## src/design/line_editor_with_echo_macros.svh

```systemverilog
// Assertion macros for the line editor block.
`ifndef LINE_EDITOR_WITH_ECHO_MACROS_SVH
`define LINE_EDITOR_WITH_ECHO_MACROS_SVH
`ifndef SYNTHESIS
`define LED_ASSERT_IMP(label, clk, rst_n, ante, cons, msg) \
	label: assert property (@(posedge clk) disable iff (!rst_n) (ante) |-> (cons)) \
		else $error(msg);
`define LED_ASSERT_NEXT(label, clk, rst_n, ante, cons, msg) \
	label: assert property (@(posedge clk) disable iff (!rst_n) (ante) |=> (cons)) \
		else $error(msg);
`else
`define LED_ASSERT_IMP(label, clk, rst_n, ante, cons, msg)
`define LED_ASSERT_NEXT(label, clk, rst_n, ante, cons, msg)
`endif
`endif

```

## src/design/led_pkg.sv

```systemverilog
// Types and constants shared by the line editor modules.
package led_pkg;
	localparam int BYTE_W = 8;
	localparam int LEN_W = 9;
	localparam int BUFFER_DEPTH_DEF = 256;
	localparam logic [LEN_W-1:0] MAX_LEN_RESET = 9'd256;

	localparam logic [BYTE_W-1:0] CH_BS = 8'd8;
	localparam logic [BYTE_W-1:0] CH_LF = 8'd10;
	localparam logic [BYTE_W-1:0] CH_CR = 8'd13;
	localparam logic [BYTE_W-1:0] CH_SP = 8'd32;
	localparam logic [BYTE_W-1:0] CH_DEL = 8'd127;

	typedef enum logic [2:0] {
		KIND_BS  = 3'b001,
		KIND_NL  = 3'b010,
		KIND_CHR = 3'b100
	} kind_t;

	// one decoded request, as handed to the result sequencer
	typedef struct packed {
		logic              emit;
		kind_t             kind;
		logic [BYTE_W-1:0] data;
		logic [BYTE_W-1:0] pos;
		logic              done;
		logic [BYTE_W-1:0] len;
	} burst_t;
endpackage

```

## src/design/led_dec.sv

```systemverilog
// Request decode: classifies a received byte and computes the next write position.
module led_dec import led_pkg::*; #(
	parameter int BUFFER_DEPTH = BUFFER_DEPTH_DEF
) (
	input  logic [BYTE_W-1:0] rx_byte,
	input  logic [BYTE_W-1:0] pos,
	input  logic [LEN_W-1:0]  max_len,
	output burst_t            burst,
	output logic [BYTE_W-1:0] next_pos
);
	localparam int CAP_I = (BUFFER_DEPTH < 256) ? BUFFER_DEPTH : 256;
	localparam logic [LEN_W-1:0] CAP = LEN_W'(CAP_I);
	localparam logic [LEN_W-1:0] MIN_SIZE = 9'd2;

	logic [LEN_W-1:0] eff;
	logic [LEN_W-1:0] limit;
	logic [LEN_W-1:0] nxt;
	logic             full;

	always_comb begin
		if (max_len < MIN_SIZE) begin
			eff = MIN_SIZE;
		end else if (max_len > CAP) begin
			eff = CAP;
		end else begin
			eff = max_len;
		end
	end

	assign limit = eff - 9'd1;
	assign nxt = {1'b0, pos} + 9'd1;
	assign full = (nxt >= limit);

	always_comb begin
		burst = '0;
		burst.kind = KIND_CHR;
		next_pos = pos;
		if (rx_byte inside {CH_BS, CH_DEL}) begin
			burst.kind = KIND_BS;
			burst.emit = (pos != '0);
			if (pos != '0) begin
				next_pos = pos - 8'd1;
			end
		end else if (rx_byte inside {CH_LF, CH_CR}) begin
			burst.kind = KIND_NL;
			burst.emit = 1'b1;
			burst.done = 1'b1;
			burst.len = pos;
			next_pos = '0;
		end else begin
			burst.emit = 1'b1;
			burst.data = rx_byte;
			burst.pos = pos;
			burst.done = full;
			burst.len = full ? nxt[BYTE_W-1:0] : '0;
			next_pos = full ? '0 : nxt[BYTE_W-1:0];
		end
	end
endmodule

```

## src/design/led_emit.sv

```systemverilog
// Result sequencer: holds one decoded request and plays out its echo results.
`include "line_editor_with_echo_macros.svh"
module led_emit import led_pkg::*; (
	input  logic              clk,
	input  logic              arst_n,
	input  logic              req_valid,
	input  burst_t            req,
	output logic              req_take,
	output logic              out_valid,
	input  logic              out_ready,
	output logic [BYTE_W-1:0] tx_byte,
	output logic              store_write,
	output logic [BYTE_W-1:0] store_index,
	output logic [BYTE_W-1:0] store_byte,
	output logic              line_done,
	output logic [BYTE_W-1:0] line_length,
	output logic              last
);
	logic       busy_q;
	burst_t     burst_q;
	logic [1:0] step_q;
	logic       fire;
	logic       last_fire;

	always_comb begin
		tx_byte = burst_q.data;
		store_write = 1'b0;
		store_index = '0;
		store_byte = '0;
		line_done = 1'b0;
		line_length = '0;
		last = 1'b0;
		case (burst_q.kind)
			KIND_BS: begin
				tx_byte = (step_q == 2'd1) ? CH_SP : CH_BS;
				last = (step_q == 2'd2);
			end
			KIND_NL: begin
				tx_byte = (step_q == 2'd0) ? CH_LF : CH_CR;
				line_done = (step_q == 2'd1);
				line_length = (step_q == 2'd1) ? burst_q.len : '0;
				last = (step_q == 2'd1);
			end
			KIND_CHR: begin
				store_write = 1'b1;
				store_index = burst_q.pos;
				store_byte = burst_q.data;
				line_done = burst_q.done;
				line_length = burst_q.len;
				last = 1'b1;
			end
			default: begin
				last = 1'b1;
			end
		endcase
	end

	assign out_valid = busy_q;
	assign fire = busy_q && out_ready;
	assign last_fire = fire && last;
	// take the next request when idle or while the final result of this one leaves
	assign req_take = !busy_q || last_fire;

	always_ff @(posedge clk or negedge arst_n) begin
		if (!arst_n) begin
			busy_q <= 1'b0;
			step_q <= '0;
		end else if (req_take) begin
			busy_q <= req_valid && req.emit;
			step_q <= '0;
		end else if (fire) begin
			step_q <= step_q + 2'd1;
		end
	end

	always_ff @(posedge clk) begin
		if (req_take && req_valid && req.emit) begin
			burst_q <= req;
		end
	end

	`LED_ASSERT_IMP(a_chr_single, clk, arst_n, busy_q && burst_q.kind == KIND_CHR, step_q == 2'd0, "character request past its only result")
	`LED_ASSERT_IMP(a_nl_two, clk, arst_n, busy_q && burst_q.kind == KIND_NL, step_q != 2'd2 && step_q != 2'd3, "newline request past its second result")
	`LED_ASSERT_NEXT(a_hold_busy, clk, arst_n, fire && !last, busy_q, "request dropped before its final result")
	`LED_ASSERT_NEXT(a_load, clk, arst_n, req_take && req_valid && req.emit, busy_q && step_q == 2'd0, "request not loaded")
endmodule

```

## src/design/line_editor_with_echo.sv

```systemverilog
// Line editor with echo: a byte accepted here is seen by the sequencer in the cycle after its accept.
// The first result is valid once the sequencer takes the byte's request; while out_ready is high,
// one result leaves per cycle. A byte gives one to three results, set by the result sequencer;
// a backspace at line start gives no result.
// Reset clears the write position and sets the line size register to 256.
module line_editor_with_echo import led_pkg::*; #(
	parameter int BUFFER_DEPTH = BUFFER_DEPTH_DEF
) (
	input  logic              clk,
	input  logic              arst_n,
	input  logic              cfg_write_en,
	input  logic [LEN_W-1:0]  cfg_write_data,
	input  logic              in_valid,
	output logic              in_ready,
	input  logic [BYTE_W-1:0] rx_byte,
	output logic              out_valid,
	input  logic              out_ready,
	output logic [BYTE_W-1:0] tx_byte,
	output logic              store_write,
	output logic [BYTE_W-1:0] store_index,
	output logic [BYTE_W-1:0] store_byte,
	output logic              line_done,
	output logic [BYTE_W-1:0] line_length,
	output logic              last
);
	logic              valid_s1;
	logic [BYTE_W-1:0] rx_s1;
	logic [BYTE_W-1:0] pos_q;
	logic [LEN_W-1:0]  max_len_q;
	burst_t            req;
	logic [BYTE_W-1:0] next_pos;
	logic              req_take;
	logic              s1_take;

	assign s1_take = valid_s1 && req_take;
	assign in_ready = !valid_s1 || req_take;

	always_ff @(posedge clk or negedge arst_n) begin
		if (!arst_n) begin
			valid_s1 <= 1'b0;
		end else if (in_ready) begin
			valid_s1 <= in_valid;
		end
	end

	always_ff @(posedge clk) begin
		if (in_ready && in_valid) begin
			rx_s1 <= rx_byte;
		end
	end

	// a size write abandons the line in progress
	always_ff @(posedge clk or negedge arst_n) begin
		if (!arst_n) begin
			pos_q <= '0;
			max_len_q <= MAX_LEN_RESET;
		end else if (cfg_write_en) begin
			pos_q <= '0;
			max_len_q <= cfg_write_data;
		end else if (s1_take) begin
			pos_q <= next_pos;
		end
	end

	led_dec #(
		.BUFFER_DEPTH(BUFFER_DEPTH)
	) u_dec (
		.rx_byte  (rx_s1),
		.pos      (pos_q),
		.max_len  (max_len_q),
		.burst    (req),
		.next_pos (next_pos)
	);

	led_emit u_emit (
		.clk         (clk),
		.arst_n      (arst_n),
		.req_valid   (valid_s1),
		.req         (req),
		.req_take    (req_take),
		.out_valid   (out_valid),
		.out_ready   (out_ready),
		.tx_byte     (tx_byte),
		.store_write (store_write),
		.store_index (store_index),
		.store_byte  (store_byte),
		.line_done   (line_done),
		.line_length (line_length),
		.last        (last)
	);
endmodule

```

## config.mk

```make
export PLATFORM = sky130hd
export DESIGN_NAME = line_editor_with_echo
export DESIGN_NICKNAME = d
export VERILOG_FILES = /design/src/design/led_pkg.sv /design/src/design/led_dec.sv /design/src/design/led_emit.sv /design/src/design/line_editor_with_echo.sv
export VERILOG_INCLUDE_DIRS = /design/src /design/src/design
export SDC_FILE = /design/constraint.sdc
export NUM_CORES = 1
export LEC_CHECK = 0
export BUFFER_PORTS_ARGS = -buffer_cell sky130_fd_sc_hd__buf_2
export CORE_ASPECT_RATIO = 1.5
export CORE_MARGIN = 2
export CORE_UTILIZATION = 57
export CTS_CLUSTER_DIAMETER = 50
export CTS_CLUSTER_SIZE = 20
export DETAILED_ROUTE_END_ITERATION = 10
export PLACE_DENSITY = 0.81
export SETUP_SLACK_MARGIN = 0.15
export SLEW_MARGIN = 20
export SYNTH_ARGS = -nofsm -noshare
export SYNTH_HDL_FRONTEND = slang
export SYNTH_SLANG_ARGS = --single-unit
```

## constraint.sdc

```tcl
create_clock -name clk -period 4.5 [get_ports clk]
set_input_delay 0.9 -clock clk [delete_from_list [all_inputs] [get_ports clk]]
set_output_delay 0.9 -clock clk [all_outputs]
set_load 0.005 [all_outputs]
```

==> results of run 1 <==
## cells in the mapped netlist, types with 2 or more instances
cell type  count  area, um2
edfxtp_1      36       1081
and2_1        30      187.7
nand2_1       25      93.84
nor2_1        23      86.33
dfrtp_1       20      500.5
a21oi_1       18      90.09
ha_1          16      200.2
and3_1        15      93.84
o21ai_0       14      70.07
clkbuf_1      12      45.04
inv_1         11      41.29
nor3_1        11      55.05
mux2_2        10      112.6
nor2b_1        9      56.30
nand3_1        6      30.03
xor2_1         6      52.55
a21o_1         5      37.54
nand2b_1       5      31.28
nor3b_1        5      37.54
xnor2_1        5      43.79
a31oi_1        4      25.02
mux2i_1        4      40.04
nand4_1        4      25.02
a22o_1         3      26.28
o21bai_1       3      22.52
or3_1          3      18.77
or4b_1         3      30.03
a211oi_1       2      15.01
buf_1          2      7.510
nand3b_1       2      15.01
nor4b_1        2      17.52
or3_4          2      22.52
or4_1          2      15.01
## worst max-delay path, delay by kind of cell, from the launching register on
family	cells	cell delay [ps]
AO/OA/AOI/OAI	6	1440
buffers and inverters	1	100
adder cells (fa/ha/maj)	2	540
AND/OR/NAND/NOR	7	1210
flip-flops	1	420
## repair_timing
item | in CTS | in global routing
resized for setup | 0 | 1
setup buffers | 0 | 0
endpoints found under the setup margin | 0 | 6
## sequential cells by signal (all words and copies together), names as in the netlist
register / count
u_emit.out_valid: 1
u_emit.step_q: 2
rx_s1: 8
u_emit.burst_q: 28
pos_q: 8
max_len_q: 9
valid_s1: 1
## power groups by stage
stage / clock network [W] / logic, W / registers, W
after floorplan: 0 / 0.000145 / 0.000635
after global placement: 0 / 0.000200 / 0.000648
after detailed placement: 0 / 0.000206 / 0.000650
after CTS: 0.000444 / 0.000207 / 0.000640
after global routing: 0.000470 / 0.000235 / 0.000646
final: 0.000440 / 0.000205 / 0.000640
## cells by family after synthesis
| family | after synthesis | share of synthesized area |
|---|---|---|
| buf+inv | 29 | 0.03764 |
| flops | 57 | 0.4651 |
| simple gates | 153 | 0.2505 |
| compound gates | 62 | 0.1169 |
| mux | 14 | 0.04416 |
| xor+xnor | 11 | 0.02787 |
| fa+ha+maj | 16 | 0.05791 |
## layout make-up
class,instances,share of cell area
multi-input cells,256,0.4373
flip-flops and latches,57,0.4078
repair buffers,59,0.07553
clock buffers,11,0.03332
well taps,72,0.02285
clock inverters,5,0.01174
inverters,12,0.01142
## path summary, 6_finish.rpt
path,slack (ps),endpoint
worst min-delay path,460,u_emit.burst_q[24]$_SDFFCE_PP0P_
worst max-delay path,530,u_emit.burst_q[3]$_SDFFCE_PN0P_
worst max register to register,530,u_emit.burst_q[3]$_SDFFCE_PN0P_
worst min register to register,460,u_emit.burst_q[24]$_SDFFCE_PP0P_
min in group asynchronous,520,max_len_q[2]$_DFFE_PN0P_
max in group asynchronous,3630,max_len_q[8]$_DFFE_PN1P_
## layer usage
metal / GRT usage / vias to the layer above / part of all wire
met2: 0.3997 / 72 / 0.53
li1: - / 1333 / -
met4: 0.1146 / 0 / 0.013
met5: 0 / - / 0
met1: 0.2786 / 1240 / 0.41
met3: 0.04072 / 9 / 0.044
## per-stage QoR
stage          utilization  instances  total power (W)
2_1_floorplan            -        342        0.0007803
3_3_place_gp        0.6451        456        0.0008482
3_5_place_dp        0.6451        456        0.0008559
4_1_cts             0.6756        472         0.001291
5_1_grt             0.6765        472         0.001351
6_report            0.6765        472         0.001286
==> impl_metrics.env, run 1 <==
export IMPL_outcome="finished clean"
export IMPL_area_growth_pct=14.04
export IMPL_grt_pass1_wl_um=11870
export IMPL_ir_drop_v=0.0002256
export IMPL_fin_tns_setup_ps=0
export IMPL_synth_ff_type="edfxtp_1"
export IMPL_max_cap_viol_count=0
export IMPL_first_iter_violations=130
export IMPL_dp_slack_ps=431.8
export IMPL_dpl_cell_area_um2=3760
export IMPL_crit_chain="nor3_1 -> nand2b_1 -> nor3_2 -> nand2b_1 -> nand3b_1 -> ha_1 -> inv_1 -> nor2_1 -> nor3b_1 -> a21oi_1 -> ha_1 -> a21oi_1 -> o21ai_0 -> o211ai_1 -> o21ai_0 -> a21o_1"
export IMPL_die_w_um=67.59
export IMPL_rows=34
export IMPL_rsz0062_at_grt="false"
export IMPL_antenna_found_initial=0
export IMPL_clk_pin_slew_ps=60
export IMPL_nFillCells=480
export IMPL_ys_warn_count=0
export IMPL_worst_ep_arrival_time_ps=4060
export IMPL_grtUsageTotal=0.2347
export IMPL_synth_area_um2=3457
export IMPL_setup_viol=0
export IMPL_p_leak_nw=1.768
export IMPL_synth_edff_count=36
export IMPL_grt_pass1_vias=2612
export IMPL_ant_nets=0
export IMPL_switching_share=0.2612
export IMPL_antenna_cells=0
export IMPL_grt_start_max_net_pins=31
export IMPL_stdcell_area_um2=3943
export IMPL_worstReg2RegStart="max_len_q[2]$_DFFE_PN0P_"
export IMPL_overflow=0
export IMPL_report_final_hold_viol_count=0
export IMPL_worstHoldStart="rx_s1[7]$_DFFE_PP_"
export IMPL_hold_ws_ps=459.7
export IMPL_pwr_share_clk=0.342
export IMPL_seq_area_um2=1608
export IMPL_max_stage_delay_ps=580
export IMPL_required_ps=4590
export IMPL_fin_nets=433
export IMPL_switching_power_w=0.0003358
export IMPL_power_share_combinational=0.159
export IMPL_tightest_slew_ps=964.6
export IMPL_reg2reg_depth=16
export IMPL_worstSetupStartpoint="max_len_q[2]$_DFFE_PN0P_"
export IMPL_critPathMaxFanout=8
export IMPL_cts_tree="done"
export IMPL_fin_crit_ps=3966
export IMPL_die_area_um2=6717
export IMPL_die_h_um=99.38
export IMPL_coreArea_um2=5828
export IMPL_seq_power_share=0.498
export IMPL_vias_per_cell=5.623
export IMPL_maxSlewHeadroom=0.3556
export IMPL_syn_inst=342
export IMPL_first_pass_iters=4
export IMPL_ys_ff_latch=57
export IMPL_io_buffers=58
export IMPL_avgSynthCellArea_um2=10.11
export IMPL_multi_input_area_um2=1724
export IMPL_skew_ps=7.042
export IMPL_layout_commonest_cell="buf_2"
export IMPL_report_final_slew_viol_count=0
export IMPL_place_gp_congestion=0.9739
export IMPL_worst_hold_path_num_cells=0
export IMPL_via_count=2654
export IMPL_start_util=0.5932
export IMPL_cellPowerDensity_nw_per_um2=326.1
export IMPL_timing_fmax_mhz=252.1
export IMPL_layout_drive_gt1_share=0.2250
export IMPL_synthArstFlopShare=0.3684
export IMPL_cts_hold_buf=0
export IMPL_dpl_hpwl_um=5123
export IMPL_cts_root_buffer="clkbuf_8"
export IMPL_ys_seq_area_frac=0.4651
export IMPL_cts_num_sinks=57
export IMPL_cts_buffers=9
export IMPL_fin_ws_ps=534.1
export IMPL_final_cell_mix="buf_2, edfxtp_1, and2_1"
export IMPL_cellInternalPower_w=0.0009497
export IMPL_hp_class="register to register"
export IMPL_clk_path_buf_depth=2
export IMPL_syn_nets=380
export IMPL_drc=0
export IMPL_start_kind="register"
export IMPL_synth_cell_type_count=57
export IMPL_wirelength_um=6903
export IMPL_wl_per_cell_um=14.63
export IMPL_cts_max_level=3
export IMPL_clock_latency_ps=340
export IMPL_period_share=0.8813
export IMPL_crit_type="register to register"
export IMPL_crit_path_top_delay_cell="o211ai_1"
export IMPL_crit_path_end_kind="register"
export IMPL_ioPinCount=59
No activity file was read; power rests on OpenSTA's default activity.
==> run 2, diff against run 1 <==
CORE_MARGIN = unset   (was 2)
==> run 2 against run 1 <==
Against the previous run: core utilization rose by 1.1 points; first-iteration DRC count fell by 24%; wire length rose by 1.7%; non-clock buffer count did not move; maximum frequency rose by 2.5%; combinational power barely moved; setup slack improved by 99 ps; largest power group unchanged.
==> impl_metrics.env, run 2 (synthesis gave the netlist of run 1 again) <==
export IMPL_outcome="finished clean"
export IMPL_layout_commonest_cell="buf_2"
export IMPL_stdcell_area_um2=4009
export IMPL_first_iter_violations=99
export IMPL_clock_latency_ps=350
export IMPL_first_pass_iters=7
export IMPL_hp_class="register to register"
export IMPL_final_cell_mix="buf_2, edfxtp_1, and2_1"
export IMPL_fin_nets=433
export IMPL_maxSlewHeadroom=0.3624
export IMPL_cellPowerDensity_nw_per_um2=357.8
export IMPL_area_growth_pct=15.96
export IMPL_required_ps=4760
export IMPL_power_share_combinational=0.143
export IMPL_antenna_cells=0
export IMPL_dpl_hpwl_um=5199
export IMPL_antenna_found_initial=0
export IMPL_rsz0062_at_grt="false"
export IMPL_grt_pass1_vias=2627
export IMPL_coreArea_um2=5828
export IMPL_use_met2=0.4251
export IMPL_worst_ep_arrival_time_ps=4130
export IMPL_setup_viol=0
export IMPL_cts_tree="done"
export IMPL_crit_chain="nor3_1 -> nand2b_1 -> nor3_2 -> nand2b_1 -> nand3b_1 -> ha_1 -> inv_1 -> nor2_1 -> nor3b_1 -> a21oi_1 -> ha_1 -> a21oi_1 -> o21ai_0 -> o31ai_4 -> or4b_1 -> a31oi_1"
export IMPL_fin_crit_ps=3867
export IMPL_timing_rr_end="pos_q[6]$_DFFE_PN0P_"
export IMPL_place_gp_congestion=0.9106
export IMPL_pwr_share_clk=0.410
export IMPL_grt_util_met1=0.2724
export IMPL_max_cap_viol_count=0
export IMPL_critPathMaxFanout=10
export IMPL_switching_power_w=0.0003524
export IMPL_cellInternalPower_w=0.001082
export IMPL_io_buffers=58
export IMPL_reg2reg_depth=16
export IMPL_ant_nets=0
export IMPL_crit_family="simple AND/OR/NAND/NOR gates"
export IMPL_crit_path_top_delay_cell="or4b_1"
export IMPL_die_h_um=97.38
export IMPL_grt_start_max_net_pins=31
export IMPL_skew_ps=17.02
export IMPL_grt_pass1_wl_um=11830
export IMPL_start_kind="register"
export IMPL_die_w_um=65.59
export IMPL_period_share=0.8594
export IMPL_worst_hold_path_num_cells=0
export IMPL_overflow=0
export IMPL_top_regs="u_emit.burst_q x28, max_len_q x9"
export IMPL_rows=34
export IMPL_largest_register="u_emit.burst_q"
export IMPL_dpl_cell_area_um2=3760
export IMPL_die_area_um2=6387
export IMPL_drc=0
export IMPL_wirelength_um=7018
export IMPL_cts_num_sinks=57
export IMPL_tightest_slew_ps=954.5
export IMPL_seq_power_share=0.446
export IMPL_largest_reg_flops=28
export IMPL_met3_usage=0.04577
export IMPL_report_final_slew_viol_count=0
export IMPL_gr_max_usage_layer="met2"
export IMPL_wl_per_cell_um=14.87
export IMPL_max_stage_delay_ps=480
export IMPL_timing_fmax_mhz=258.6
export IMPL_via_count=2678
export IMPL_p_leak_nw=1.797
export IMPL_vias_per_cell=5.674
export IMPL_worstSetupStartpoint="max_len_q[3]$_DFFE_PN0P_"
export IMPL_report_final_hold_viol_count=0
export IMPL_clk_path_buf_depth=2
export IMPL_cts_root_buffer="clkbuf_8"
export IMPL_crit_type="register to register"
export IMPL_cts_hold_buf=0
export IMPL_nFillCells=459
export IMPL_worstHoldStart="rx_s1[7]$_DFFE_PP_"
export IMPL_cts_max_level=3
export IMPL_grtUsageTotal=0.2438
export IMPL_layout_drive_gt1_share=0.2350
export IMPL_cts_buffers=9
export IMPL_cts_setup_buffers=0
export IMPL_path_buf_inv=1
export IMPL_clk_pin_slew_ps=70
export IMPL_hold_end="u_emit.burst_q[24]$_SDFFCE_PP0P_"
export IMPL_crit_path_end_kind="register"
export IMPL_switching_share=0.2457
export IMPL_ioPinCount=59
export IMPL_fin_tns_setup_ps=0
export IMPL_ir_drop_v=0.0003497
export IMPL_start_util=0.5932
export IMPL_rrSetupSlack_ps=630
export IMPL_worstReg2RegStart="max_len_q[3]$_DFFE_PN0P_"
-- run 2: changes by cell type in the layout (fill, tap and decap cells not counted) --
cell,delta
bufinv_16,+2
clkbuf_1,-1
clkinvlp_4,+1
clkinv_1,-3
clkbuf_8,+1
-- run 2: metrics by stage --
step	setup WS (ps)	utilization	hold slack, ps	total power (W)	cells
finish	632.6	0.6878	454.4	0.001435	472
global route	268.3	0.6878	469.9	0.001495	472
CTS	463.6	0.6870	452.6	0.001442	472
detailed placement	474.4	0.6451	433.9	0.0008571	456
global placement	688.8	0.6451	427.7	0.0008479	456
floorplan	1021	-	490.6	0.0007803	342
-- run 2: how the worst max path moves through the flow --
stage	end	depth (start not counted)	slack, ps
final	pos_q[6]$_DFFE_PN0P_	16	630
after global routing	pos_q[5]$_DFFE_PN0P_	16	270
after CTS	pos_q[5]$_DFFE_PN0P_	16	460
after detailed placement	pos_q[6]$_DFFE_PN0P_	16	470
after global placement	pos_q[5]$_DFFE_PN0P_	16	690
after floorplan	pos_q[3]$_DFFE_PN0P_	16	1020
-- run 2: layout make-up --
type,count,area (um2),share of cell area
Timing Repair Buffer,59,297.8,0.07428
Inverter,12,45.04,0.01124
Clock buffer,11,141.4,0.03527
Sequential cell,57,1608,0.4011
Multi-Input combinational cell,256,1724,0.4301
Tap cell,72,90.09,0.02247
Clock inverter,5,102.6,0.02559
-- run 2: timing repair --
action                                 in CTS  in global routing
endpoints found under the hold margin       0                  0
setup endpoints to repair                   0                  6
resized for setup                           0                  1
-- run 2: per-layer routing --
metal  vias to the layer above  part of all wire  wire length [um]
li1                       1340                 -                 -
met1                      1242              0.40              2813
met2                        80              0.54              3760
met3                        16             0.039               272
met4                         0             0.024               171
met5                         -                 0                 0
-- run 2: worst register-to-register path, cell delays in order (launching register included) --
cell,delay [ps]
dfrtp_1,420
nor3_1,320
nand2b_1,180
nor3_2,310
nand2b_1,100
nand3b_1,140
ha_1,260
inv_1,90
nor2_1,110
nor3b_1,50
a21oi_1,120
ha_1,260
a21oi_1,140
o21ai_0,210
o31ai_4,450
or4b_1,480
a31oi_1,150
-- run 2: power groups by stage --
stage	clock network, W	logic [W]	registers [W]
6_report	0.000589	0.000205	0.000640
4_1_cts	0.000595	0.000208	0.000640
5_1_grt	0.000616	0.000234	0.000646
2_1_floorplan	0	0.000145	0.000635
3_3_place_gp	0	0.000200	0.000648
3_5_place_dp	0	0.000207	0.000650
